==> src/design/npick_pkg.sv <==
// shared types and constants for the nearest pick hit extractor
package npick_pkg;

    localparam logic [31:0] DEPTH_INIT  = 32'hffff_ffff;
    localparam int          COUNT_WIDTH = 7;

    typedef struct packed {
        logic [31:0] word;
        logic        last_word;
    } t_item;

    typedef struct packed {
        logic [31:0]            hit_name;
        logic                   name_valid;
        logic [COUNT_WIDTH-1:0] name_count;
        logic                   truncated;
        logic                   last_result;
    } t_result;

    typedef enum logic [1:0] {
        PH_COUNT = 2'd0,
        PH_MIN   = 2'd1,
        PH_MAX   = 2'd2,
        PH_NAMES = 2'd3
    } t_phase;

    typedef enum logic [1:0] {
        ST_SCAN,
        ST_CALC,
        ST_EMIT
    } t_state;

    typedef struct packed {
        logic take;
        logic calc;
        logic emit;
    } t_dp_cmd;

    typedef struct packed {
        logic emit_done;
    } t_dp_stat;

endpackage

==> src/design/npick_dp.sv <==
// datapath: record parser, best-hit registers, name store and result register
module npick_dp
    import npick_pkg::*;
#(
    parameter int MAX_NAMES = 16
) (
    input  logic     i_clk,
    input  logic     i_rst_n,
    input  t_item    i_item,
    input  t_dp_cmd  i_cmd,
    output t_dp_stat o_stat,
    output logic     o_strobe,
    output t_result  o_result
);

    localparam int IW = (MAX_NAMES > 1) ? $clog2(MAX_NAMES) : 1;
    localparam int CW = $clog2(MAX_NAMES + 1);

    t_phase      r_phase, n_phase;
    logic [31:0] r_record_count, n_record_count;
    logic [31:0] r_names_left, n_names_left;
    logic        r_record_is_best, n_record_is_best;
    logic [31:0] r_best_depth, n_best_depth;
    logic [31:0] r_best_count, n_best_count;
    logic [CW-1:0] r_k, n_k;
    logic [CW-1:0] r_n;
    logic          r_trunc;
    logic [31:0]   r_names [MAX_NAMES];
    logic [31:0]   r_rd_data;
    logic          r_strobe;
    t_result       r_result;

    logic [31:0]   pos;
    logic          wr_en;
    logic [31:0]   stored;
    logic [CW-1:0] n_calc;
    logic          trunc_calc;
    logic [CW-1:0] k_inc;
    logic          emit_done;
    logic [IW-1:0] rd_addr;

    assign pos        = r_record_count - r_names_left;
    assign wr_en      = i_cmd.take && (r_phase == PH_NAMES) && r_record_is_best
                        && (pos < 32'(MAX_NAMES));
    assign stored     = (r_record_is_best && (r_phase != PH_COUNT))
                        ? (r_best_count - r_names_left) : r_best_count;
    assign n_calc     = (stored < 32'(MAX_NAMES)) ? stored[CW-1:0] : CW'(MAX_NAMES);
    assign trunc_calc = r_best_count > 32'(MAX_NAMES);
    assign k_inc      = r_k + 1'b1;
    assign emit_done  = (r_n == '0) || (k_inc == r_n);
    assign rd_addr    = i_cmd.calc ? '0 : k_inc[IW-1:0];

    assign o_stat.emit_done = emit_done;
    assign o_strobe         = r_strobe;
    assign o_result         = r_result;

    always_comb begin
        n_phase          = r_phase;
        n_record_count   = r_record_count;
        n_names_left     = r_names_left;
        n_record_is_best = r_record_is_best;
        n_best_depth     = r_best_depth;
        n_best_count     = r_best_count;
        n_k              = r_k;
        if (i_cmd.take) begin
            case (r_phase)
                PH_COUNT: begin
                    n_record_count   = i_item.word;
                    n_names_left     = i_item.word;
                    n_record_is_best = 1'b0;
                    n_phase          = PH_MIN;
                end
                PH_MIN: begin
                    // strict compare keeps the first record at a tied depth
                    if (i_item.word < r_best_depth) begin
                        n_best_depth     = i_item.word;
                        n_best_count     = r_record_count;
                        n_record_is_best = 1'b1;
                    end
                    n_phase = PH_MAX;
                end
                PH_MAX: begin
                    n_phase = (r_names_left == '0) ? PH_COUNT : PH_NAMES;
                end
                PH_NAMES: begin
                    n_names_left = r_names_left - 1'b1;
                    if (r_names_left == 32'd1) begin
                        n_phase = PH_COUNT;
                    end
                end
                default: begin
                    n_phase = PH_COUNT;
                end
            endcase
        end
        if (i_cmd.calc) begin
            n_k = '0;
        end
        if (i_cmd.emit) begin
            n_k = k_inc;
            if (emit_done) begin
                // buffer finished, back to reset values for the next one
                n_phase          = PH_COUNT;
                n_record_count   = '0;
                n_names_left     = '0;
                n_record_is_best = 1'b0;
                n_best_depth     = DEPTH_INIT;
                n_best_count     = '0;
                n_k              = '0;
            end
        end
    end

    always_ff @(posedge i_clk) begin
        if (!i_rst_n) begin
            r_phase          <= PH_COUNT;
            r_record_count   <= '0;
            r_names_left     <= '0;
            r_record_is_best <= 1'b0;
            r_best_depth     <= DEPTH_INIT;
            r_best_count     <= '0;
            r_k              <= '0;
            r_strobe         <= 1'b0;
        end else begin
            r_phase          <= n_phase;
            r_record_count   <= n_record_count;
            r_names_left     <= n_names_left;
            r_record_is_best <= n_record_is_best;
            r_best_depth     <= n_best_depth;
            r_best_count     <= n_best_count;
            r_k              <= n_k;
            r_strobe         <= i_cmd.emit;
        end
    end

    always_ff @(posedge i_clk) begin
        if (i_cmd.calc) begin
            r_n     <= n_calc;
            r_trunc <= trunc_calc;
        end
        if (i_cmd.emit) begin
            r_result.hit_name    <= (r_n == '0) ? 32'd0 : r_rd_data;
            r_result.name_valid  <= (r_n != '0);
            r_result.name_count  <= COUNT_WIDTH'(r_n);
            r_result.truncated   <= r_trunc;
            r_result.last_result <= emit_done;
        end
    end

    // name store, one write port and one registered read port
    always_ff @(posedge i_clk) begin
        if (wr_en) begin
            r_names[pos[IW-1:0]] <= i_item.word;
        end
        if (32'(rd_addr) < 32'(MAX_NAMES)) begin
            r_rd_data <= r_names[rd_addr];
        end
    end

endmodule

==> src/design/npick_ctrl.sv <==
// controller: scan, count settle and emission sequencing
module npick_ctrl
    import npick_pkg::*;
(
    input  logic     i_clk,
    input  logic     i_rst_n,
    input  logic     i_start,
    input  logic     i_last_word,
    input  t_dp_stat i_stat,
    output t_dp_cmd  o_cmd,
    output logic     o_busy
);

    t_state r_state, n_state;

    always_comb begin
        n_state = r_state;
        case (r_state)
            ST_SCAN: begin
                if (i_start && i_last_word) begin
                    n_state = ST_CALC;
                end
            end
            ST_CALC: begin
                n_state = ST_EMIT;
            end
            ST_EMIT: begin
                if (i_stat.emit_done) begin
                    n_state = ST_SCAN;
                end
            end
            default: begin
                n_state = ST_SCAN;
            end
        endcase
    end

    always_comb begin
        o_cmd  = '0;
        o_busy = 1'b1;
        case (r_state)
            ST_SCAN: begin
                o_cmd.take = i_start;
                o_busy     = 1'b0;
            end
            ST_CALC: begin
                o_cmd.calc = 1'b1;
            end
            ST_EMIT: begin
                o_cmd.emit = 1'b1;
            end
            default: begin
                o_busy = 1'b1;
            end
        endcase
    end

    always_ff @(posedge i_clk) begin
        if (!i_rst_n) begin
            r_state <= ST_SCAN;
        end else begin
            r_state <= n_state;
        end
    end

endmodule

==> src/design/nearest_pick_hit_extractor_unit.sv <==
// Selection buffer words are taken one per cycle while o_busy is low: a transfer happens
// on each rising edge with i_start high and o_busy low. After the transfer of the word
// marked last_word the unit is busy: it first settles the name count and primes the read
// of the name store, then max(n, 1) results follow, where n is the number of stored names
// of the nearest hit; one result per cycle is emitted, paced by the store's single read
// port. Each result is shown for one cycle with o_strobe high and cannot be held off; the
// final result of a buffer appears in the cycle when o_busy has already dropped, so the
// next buffer's first word may be sent then.
module nearest_pick_hit_extractor_unit
    import npick_pkg::*;
#(
    parameter int MAX_NAMES = 16
) (
    input  logic    i_clk,
    input  logic    i_rst_n,
    input  logic    i_start,
    input  t_item   i_item,
    output logic    o_busy,
    output logic    o_strobe,
    output t_result o_result
);

    t_dp_cmd  cmd;
    t_dp_stat stat;

    npick_ctrl u_ctrl (
        .i_clk       (i_clk),
        .i_rst_n     (i_rst_n),
        .i_start     (i_start),
        .i_last_word (i_item.last_word),
        .i_stat      (stat),
        .o_cmd       (cmd),
        .o_busy      (o_busy)
    );

    npick_dp #(
        .MAX_NAMES (MAX_NAMES)
    ) u_dp (
        .i_clk    (i_clk),
        .i_rst_n  (i_rst_n),
        .i_item   (i_item),
        .i_cmd    (cmd),
        .o_stat   (stat),
        .o_strobe (o_strobe),
        .o_result (o_result)
    );

    // an empty result is always the only one of its buffer
    a_empty_is_last: assert property (@(posedge i_clk) disable iff (!i_rst_n)
        o_strobe && !o_result.name_valid |-> o_result.last_result)
        else $error("empty result without last mark");

    // the last word of a buffer always starts an emission
    a_last_starts_emit: assert property (@(posedge i_clk) disable iff (!i_rst_n)
        i_start && !o_busy && i_item.last_word |=> o_busy)
        else $error("last word did not start emission");

    // the unit is free again when the final result shows
    a_free_at_last: assert property (@(posedge i_clk) disable iff (!i_rst_n)
        o_strobe && o_result.last_result |-> !o_busy)
        else $error("still busy at final result");

    a_count_bound: assert property (@(posedge i_clk) disable iff (!i_rst_n)
        o_strobe |-> 32'(o_result.name_count) <= 32'(MAX_NAMES))
        else $error("name count above store depth");

endmodule
==> config.mk <==
export PLATFORM = sky130hd
export DESIGN_NAME = nearest_pick_hit_extractor_unit
export DESIGN_NICKNAME = d
export VERILOG_FILES = /design/src/design/npick_pkg.sv /design/src/design/npick_dp.sv /design/src/design/npick_ctrl.sv /design/src/design/nearest_pick_hit_extractor_unit.sv
export SDC_FILE = /design/constraint.sdc
export NUM_CORES = 1
export LEC_CHECK = 0
export CAP_MARGIN = 20
export CORE_MARGIN = 10
export CORE_UTILIZATION = 35
export DETAILED_ROUTE_END_ITERATION = 10
export DONT_BUFFER_PORTS = 1
export PLACE_DENSITY = 0.6
export SYNTH_ARGS = -nofsm -noshare
export SYNTH_HDL_FRONTEND = slang
export SYNTH_HIERARCHICAL = 1
export SYNTH_SLANG_ARGS = --single-unit
==> constraint.sdc <==
create_clock -name i_clk -period 20.5 [get_ports i_clk]
set_input_delay 1.025 -clock i_clk [delete_from_list [all_inputs] [get_ports i_clk]]
set_output_delay 1.025 -clock i_clk [all_outputs]
set_load 0.01 [all_outputs]
; ---- Yosys cells after proc, flatten, opt, wreduce, memory -nomap -nowiden
; Memories as Yosys holds them, arrays and structs flattened. A register that Yosys moved wholly into a read port is not among the register bits.
; Cells that the tools add are included.
[word_totals]
ff_bits = 185
latchBits = 0
ram_bits = 512
mem_bits_ro = 0
in_bits = 36
out_inout_bits = 44
elab_cells = 91
memories = 1
[classes]
add_sub_neg = 4
multipliers = 0
n_div = 0
magnitude_cmp = 4
n_eq_ne = 9
n_shift = 0
mux = 43
bitwise = 0
n_reduce_logical = 14
[memory_table]
columns = name, depth, word_bits, read_ports, rd_ports_with_merged_regs, write_ports, line
row1 = u_dp.r_names, 16, 32, 1, 1, 1, npick_dp.sv:28  ; logic [31:0] r_names [MAX_NAMES];
[op_table]
columns = op, count
row1 = $mux W32, 18
row2 = $lt A32 B5 Y1 const B, 2
row3 = $pmux W32 S2, 1
row4 = $sub A32 B32 Y32, 2
row5 = $eq A32 B1 Y1 const B, 1
row6 = $gt A32 B5 Y1 const B, 1
row7 = $logic_not A32 Y1, 1
row8 = $lt A32 B32 Y1, 1
row9 = $sub A32 B1 Y32 const B, 1
row10 = $mux W5, 3
row11 = $mux W2, 7
row12 = $mux W1, 10
row13 = $pmux W2 S4, 1
row14 = $eq A2 B2 Y1 const B, 3
row15 = $pmux W2 S3, 1
row16 = $add A5 B1 Y5 const B, 1
row17 = $eq A5 B5 Y1, 1
row18 = $logic_and A1 B1 Y1, 5
row19 = $logic_not A5 Y1, 1
row20 = $reduce_bool A5 Y1, 1
row21 = $eq A2 B1 Y1 const B, 2
row22 = $logic_not A2 Y1, 2
row23 = $mux W4, 1
row24 = $reduce_bool A2 Y1, 2
row25 = 5 further kinds, 5

; ---- Depth between registers and ports, before layout
; Gate-level depths: netlist of the first run.
[depth]
ltp_word = 7
mapped_depth = 14
mapped_depth_nobuf = 13

; ---- Hierarchy
; The synthesis of the first run kept the hierarchy.
[by_module_without_submodules]
columns = mod, n_inst, cells_per_inst, area_per_inst_um2, seq_area_each_um2
row1 = npick_dp, 1, 2808, 33512.1, 20139.3
row2 = npick_ctrl, 1, 10, 100.1, 40.0

; ---- Worst setup path after synthesis of the first run
; No wires, ideal clock.
[synth_path]
kind = input to register
start = input port i_start
end = memory u_dp.r_names[3][0], enable pin
setup_ns = 0.501
arrival_ns = 6.216
required_ns = 19.999
setup_slack_ns = 13.783
path_stages = 12
path_buffers = 2
path_cell_list = nor3b_2 -> clkbuf_2 -> nand3_1 -> nor3_1 -> nand4_1 -> a221o_1 -> nor4_1 -> nand4_1 -> a2111oi_4 -> nand4b_4 -> buf_6 -> nor4_1
[synth_between]
elab_chain_cells = 6
[synth_rtl]
columns = item, line
row1 = from (decl), nearest_pick_hit_extractor_unit.sv:16  ; input logic i_start,
row2 = $mux W1, npick_ctrl.sv:41  ; case (r_state)
row3 = $logic_and A1 B1 Y1 (2 in a row), npick_dp.sv:43  ; assign wr_en = i_cmd.take && (r_phase == PH_NAMES) && r_record_is_best
row4 = $logic_and A1 B1 Y1, npick_dp.sv:44  ; && (pos < 32'(MAX_NAMES));
row5 = $mux W1, npick_dp.sv:152  ; if (wr_en) begin
row6 = $mux W1 (not written as such), npick_dp.sv:153  ; r_names[pos[IW-1:0]] <= i_item.word;
row7 = to (decl), npick_dp.sv:28
; Every way passes these cells.

; ---- Final worst setup path of the first run
[layout_path]
start = register u_dp.r_record_count[0]
end = memory u_dp.r_names[8][15], enable pin
[layout_between]
elab_chain_cells = 5
[layout_rtl]
columns = item, line
row1 = from (decl), npick_dp.sv:20  ; logic [31:0] r_record_count, n_record_count;
row2 = from (signal assigned), npick_dp.sv:126  ; r_record_count <= n_record_count;
row3 = $sub A32 B32 Y32 *, npick_dp.sv:42  ; assign pos = r_record_count - r_names_left;
row4 = $lt A32 B5 Y1, npick_dp.sv:44
row5 = $logic_and A1 B1 Y1, npick_dp.sv:44
row6 = $mux W1, npick_dp.sv:152
row7 = $mux W1 (not written as such), npick_dp.sv:153
; Mark *: on every way between the ends. The rest lies on a longest branch, timed or not.

==> results.json, run 1 <==
{
  "start_util_pct": 35.3,
  "layout-drive-gt1-share_pct": 9.21,
  "place.port_buffers": 0,
  "critPathArrivalTime_ns": 5.47,
  "cts-root-buf": "clkbuf_16",
  "clock.fmax_mhz": 192,
  "synth_ff_type": "edfxtp_1",
  "drc_errors": 0,
  "grt_pass1_wl_um": 137000,
  "dieArea_um2": 109000,
  "place_congestion": 0.916,
  "tns_ns": 0,
  "worstPathCellList": "inv_1 -> ha_1 -> fa_1 -> nor2b_1 -> o21ai_1 -> a21oi_1 -> nor2_1 -> a32oi_1 -> o2111ai_1 -> a2111o_1 -> a2111oi_4 -> nand4b_4 -> nor4_4 -> buf_4",
  "die_w_um": 330,
  "grt_max_degree": 72,
  "htree_levels": 3,
  "setup_violations": 0,
  "nNetsFinal": 2898,
  "p_leak_uw": 0.0130,
  "post_drt_wl_per_cell_um": 22.2,
  "cp.depth": 14,
  "num_vias": 22600,
  "cts_setup_buffers": 0,
  "grt_overflow": 0,
  "hold_violations": 0,
  "clk_path_buf_depth": 3,
  "final_core_util_pct": 39.6,
  "routed_wl_um": 90800,
  "synth_cells": 2818,
  "io_pins": 80,
  "cts_sinks": 729,
  "fin_crit_sh_pct": 25.4,
  "timing.critical_path.required_ns": 20.76,
  "finalClockSkew_ns": 0.0257,
  "fin_crit_ns": 5.21,
  "max_slew_margin_pct": 27.4,
  "async_reset_ff_share_pct": 0,
  "clk_pin_slew_ns": 0.06,
  "vias_per_cell": 5.53,
  "grt_pass1_vias": 21800,
  "drt_first_pass_iters": 5,
  "worstRegToRegCells": 14,
  "antenna_found_initial": 4,
  "dp_hpwl_um": 55700,
  "ir_worst_vdd_uv": 66.1,
  "area_delta_synth_final_pct": 12.2,
  "grtUsageTotal_pct": 16.2,
  "power_uw": 3600,
  "ys_seq_elements": 729,
  "synth_area_per_cell_um2": 11.9,
  "crit_slowest_cell": "nor4_4",
  "synth_edf_count": 558,
  "drt_first_iter_violations": 1746,
  "whs_path_depth": 0,
  "worst_setup_path_start_kind": "flip-flop",
  "ant_nets": 0,
  "clk_latency_ns": 0.62,
  "status": "completed",
  "numCtsBuffers": 78,
  "synth_seq_area_share_pct": 60.0,
  "cp.buffers_inverters": 2,
  "ys_warn_count": 6,
  "ctsResizeCount": 0,
  "syn_area_um2": 33600,
  "cap_violations": 0,
  "hold_buffers": 0,
  "rsz0062_at_grt": "no",
  "cp_slowest_stage_delay_ns": 0.92,
  "worstMarginPinSlew_ns": 1.09,
  "criticalPathCategory": "flip-flop to flip-flop",
  "cp_max_fo": 21,
  "coreArea_um2": 95200,
  "die_h_um": 330,
  "p_per_area_nw_per_um2": 95.6,
  "yosysUniqueCellTypes": 96,
  "path_delay_family": "simple AND/OR/NAND/NOR gates",
  "slew_violations": 0,
  "crit_path_end_kind": "flip-flop",
  "min_path_type": "flip-flop to flip-flop",
  "cts_tree": "yes",
  "rows": 113
}
[metrics by stage]
| step | instance area [µm²] | std cells | hold slack [ns] | setup WS [ns] |
|---|---|---|---|---|
| after floorplan | 33600 | 2819 | 0.400 | 13.78 |
| after global placement | 35000 | 3943 | 0.406 | 15.19 |
| after detailed placement | 35000 | 3943 | 0.412 | 15.20 |
| after CTS | 37700 | 4087 | 0.428 | 15.32 |
| after global routing | 37700 | 4089 | 0.434 | 15.01 |
| final | 37700 | 4089 | 0.426 | 15.29 |
[cells in the final DEF, fill, tap and decap left out, drive strengths merged, types with 7 or more instances in the layout]
master,instances
a2111oi,7
nand3,68
a32o,11
dfxtp,171
nor2b,113
clkinv,22
o31ai,14
nand2,288
nor2,112
edfxtp,558
nand2b,16
a311oi,32
o21ai,105
a31oi,74
nand4,26
inv,94
buf,47
a21boi,7
nor4,62
nor3b,12
bufinv,11
a21oi,232
xnor2,27
o21bai,10
and3,9
mux2i,128
and2,10
clkbuf,107
xor2,16
a211oi,114
nor3,26
o21a,19
mux4,31
a21o,39
o211ai,12
ha,101
[cells by family (layout without fill, tap and decap cells)]
group,after synthesis,count (layout),share of synthesized area [%]
AOI/OAI and AO/OA,734,734,14.4
muxes,160,160,5.92
and+or+nand+nor,768,768,11.4
adders and majority gates,103,103,3.88
other,1,3,0.0112
buffers and inverters,280,284,3.26
xor gates and xnor gates,43,43,1.12
DFF,729,729,60.0
[per-layer routing]
| metal | vias up | GRT usage [%] | routed length (µm) |
|---|---|---|---|
| met5 | - | 0 | 0 |
| met4 | 0 | 5.07 | 2230 |
| met3 | 113 | 2.30 | 4900 |
| met2 | 662 | 27.7 | 44400 |
| met1 | 11300 | 21.0 | 39200 |
| li1 | 10600 | - | - |
[area by class of cell]
| class | instances | area (µm²) |
|---|---|---|
| tap | 1265 | 1580 |
| antenna | 1 | 2.50 |
| timing repair buffer | 47 | 373 |
| clock buffer | 107 | 2120 |
| clock inverter | 37 | 549 |
| inverter | 93 | 349 |
| fill | 8901 | 57500 |
| multi-input combinational | 1810 | 12500 |
| sequential | 729 | 20200 |
[where the power goes]
| group | internal [µW] | switching [µW] | total [µW] |
|---|---|---|---|
| registers | 1610 | 18.4 | 1630 |
| logic | 185 | 332 | 516 |
| clock network | 872 | 585 | 1460 |
[cell usage after synthesis (5+ instances only)]
master,n,area share (%)
o31ai_1,14,0.31
or3_1,5,0.093
nand2_1,288,3.2
a311oi_1,32,0.83
mux2i_1,128,3.8
o21bai_1,9,0.20
nor4_2,5,0.19
a2111oi_0,6,0.16
mux4_2,31,2.1
edfxtp_1,558,50
buf_2,14,0.21
a21oi_1,229,3.4
nor2b_1,112,2.1
nand4_1,26,0.48
inv_1,93,1.0
a221oi_1,5,0.13
nor2_1,112,1.3
nand3_1,68,1.0
nor4_1,55,1.0
o21ai_0,97,1.4
clkbuf_1,152,1.7
nor3b_1,11,0.25
and3_1,9,0.17
nand2b_1,16,0.30
o22ai_1,6,0.11
o211ai_1,11,0.25
xnor2_1,27,0.70
a21boi_0,5,0.11
a21o_1,39,0.87
o21a_1,14,0.31
a31oi_1,73,1.4
or2_2,5,0.093
ha_1,101,3.8
o21ai_1,5,0.074
buf_1,15,0.17
and2_1,8,0.15
a22o_1,6,0.16
xor2_1,16,0.42
a32o_1,11,0.33
a211oi_1,113,2.5
nor3_1,26,0.39
dfxtp_1,171,10
[path summary, 6_finish.rpt]
path,start,endpoint,slack [ns]
max,u_dp/r_record_count[0],u_dp/r_names[8][15],15.29
min,u_dp/r_trunc,u_dp/o_result[1],0.43
min reg2reg,u_dp/r_trunc,u_dp/o_result[1],0.43
max reg2reg,u_dp/r_record_count[0],u_dp/r_names[8][15],15.29
[flip-flops by register name, indices dropped and copies added, names as in the netlist, 2 cells and up]
signal,count
u_ctrl/r_state,2
u_dp/o_result,40
u_dp/r_best_count,32
u_dp/r_best_depth,32
u_dp/r_k,5
u_dp/r_n,5
u_dp/r_names,512
u_dp/r_names_left,32
u_dp/r_phase,2
u_dp/r_rd_data,32
u_dp/r_record_count,32
Power figures use the tool's default switching activity.
==> run 2: changes to the inputs <==
PLACE_DENSITY = 0.62   (was 0.6)
clock period = 4.65 ns   (was 20.5 ns; I/O delays follow)
==> results.json, run 2 (synthesized netlist as in run 1, its figures left out) <==
{
  "hold_violations": 0,
  "min_path_type": "input port to flip-flop",
  "largest_register_ffs": 512,
  "worst_setup_path_start_kind": "flip-flop",
  "fin_crit_ns": 4.40,
  "post_drt_wl_per_cell_um": 23.4,
  "cp_max_fo": 19,
  "criticalPathCategory": "flip-flop to flip-flop",
  "clk_pin_slew_ns": 0.06,
  "dieArea_um2": 109000,
  "fin_crit_sh_pct": 94.6,
  "cts_sinks": 729,
  "crit_slowest_cell": "dfxtp_1",
  "cap_violations": 0,
  "status": "completed",
  "drt_first_iter_violations": 2178,
  "setup_violations": 0,
  "slew_violations": 0,
  "grt_pass1_vias": 22100,
  "crit_top_cell": "o21a_4",
  "ir_worst_vdd_uv": 279,
  "layout-drive-gt1-share_pct": 10.3,
  "area_delta_synth_final_pct": 14.7,
  "pre_cts_ws_ns": 0.268,
  "dp_hpwl_um": 61500,
  "place.port_buffers": 0,
  "setup_ws_ns": 0.250,
  "clk_latency_ns": 0.64,
  "grt_overflow": 0,
  "worstMarginPinSlew_ns": 1.17,
  "coreArea_um2": 95200,
  "max_slew_margin_pct": 22.0,
  "layout.cells.non_filler": 4158,
  "die_w_um": 330,
  "io_pins": 80,
  "ant_nets": 0,
  "dp.cells": 3967,
  "p_per_area_nw_per_um2": 419,
  "timing.critical_path.required_ns": 4.96,
  "drc_errors": 0,
  "critPathArrivalTime_ns": 4.71,
  "cts_tree": "yes",
  "holdWs_ns": 0.126,
  "grt_max_degree": 130,
  "num_vias": 23000,
  "crit_path_end_kind": "flip-flop",
  "layout_common_cells": "edfxtp_1 (558), nand2_1 (288), a21oi_1 (229)",
  "p_leak_uw": 0.0134,
  "drt_first_pass_iters": 8,
  "start_util_pct": 35.3,
  "layout_commonest_cell": "edfxtp_1",
  "grtUsageTotal_pct": 17.3,
  "clk_path_buf_depth": 3,
  "finalClockSkew_ns": 0.0275,
  "cts-root-buf": "clkbuf_16",
  "grt_pass1_wl_um": 143000,
  "vias_per_cell": 5.54,
  "htree_levels": 3,
  "place_congestion": 0.941,
  "antenna_found_initial": 15,
  "rsz0062_at_grt": "no",
  "numCtsBuffers": 80,
  "die_h_um": 330,
  "nNetsFinal": 2960,
  "tns_ns": 0,
  "routed_wl_um": 97100,
  "worstPathCellList": "inv_1 -> ha_1 -> nor2b_4 -> o21a_4 -> o21a_4 -> o21ai_2 -> o21a_4 -> o21ai_2 -> or3_4 -> a2111oi_4 -> nand4b_4 -> buf_4 -> nor4_4 -> buf_4",
  "clock.fmax_mhz": 227,
  "rows": 113,
  "cp_slowest_stage_delay_ns": 0.48
}
run 2: cell count changes in the layout (fill, tap and decap cells not counted), sizes merged:
cell         delta
buf            +26
bufinv          -5
clkbuf          -2
clkinv          +6
clkinvlp        +2
diode           +4
dlygate4sd3    +34
inv             +4
run 2: final timing paths:
| path | startpoint | end | slack, ns | depth (start not counted) |
|---|---|---|---|---|
| max | u_dp/r_names_left[1] | u_dp/r_names[1][22] | 0.25 | 14 |
| min | i_start | u_dp/r_phase[0] | 0.13 | 4 |
| max reg2reg | u_dp/r_names_left[1] | u_dp/r_names[1][22] | 0.25 | 14 |
| min reg2reg | u_dp/r_trunc | u_dp/o_result[1] | 0.46 | 0 |
run 2: critical path: cells and delay by family (launching register included):
kind                       cells  cell delay, ns
adders and majority gates      1            0.31
AOI/OAI and AO/OA              6            1.44
buffers and inverters          3            0.81
and+or+nand+nor                4            0.99
DFF                            1            0.48
run 2: metal layers:
metal / global-route usage (%) / up-vias / share of wire [%] / routed length, µm
met5: 0 / - / 0.10 / 100
met4: 5.72 / 14 / 3.0 / 2940
met3: 3.29 / 161 / 6.5 / 6350
met2: 27.4 / 745 / 46 / 44500
met1: 23.8 / 11400 / 45 / 43300
li1: - / 10700 / - / -
run 2: timing repair:
| item | 4_1_cts | 5_1_grt |
|---|---|---|
| setup endpoints to repair | 0 | 63 |
| hold buffers | 35 | 0 |
| buffers inserted | 0 | 0 |
| gates resized for setup | 0 | 4 |
| endpoints found under the hold margin | 616 | 0 |
run 2: cell type report:
class,instances,area [µm²]
Sequential cell,729,20200
Clock buffer,105,2210
Antenna cell,5,12.5
Multi-Input combinational cell,1810,12600
Tap cell,1265,1580
Clock inverter,44,450
Inverter,93,349
Timing Repair Buffer,107,1130
Fill cell,8861,56600
run 2: through the flow:
step                power [µW]  util (%)  instance area (µm²)
finish                   16100      40.5                38600
detailed placement        9690      37.3                35500
CTS                      16200      40.4                38500
global placement          9690      37.3                35500
floorplan                 8980         -                33700
global route             16700      40.5                38600
run 2: report_power, final:
group | total (µW) | leakage (µW) | switching [µW] | internal (µW)
Sequential | 7190 | 0.00642 | 76.0 | 7110
Clock | 6400 | 0.00130 | 2680 | 3720
Combinational | 2560 | 0.00566 | 1700 | 857
Total | 16100 | 0.0134 | 4460 | 11700
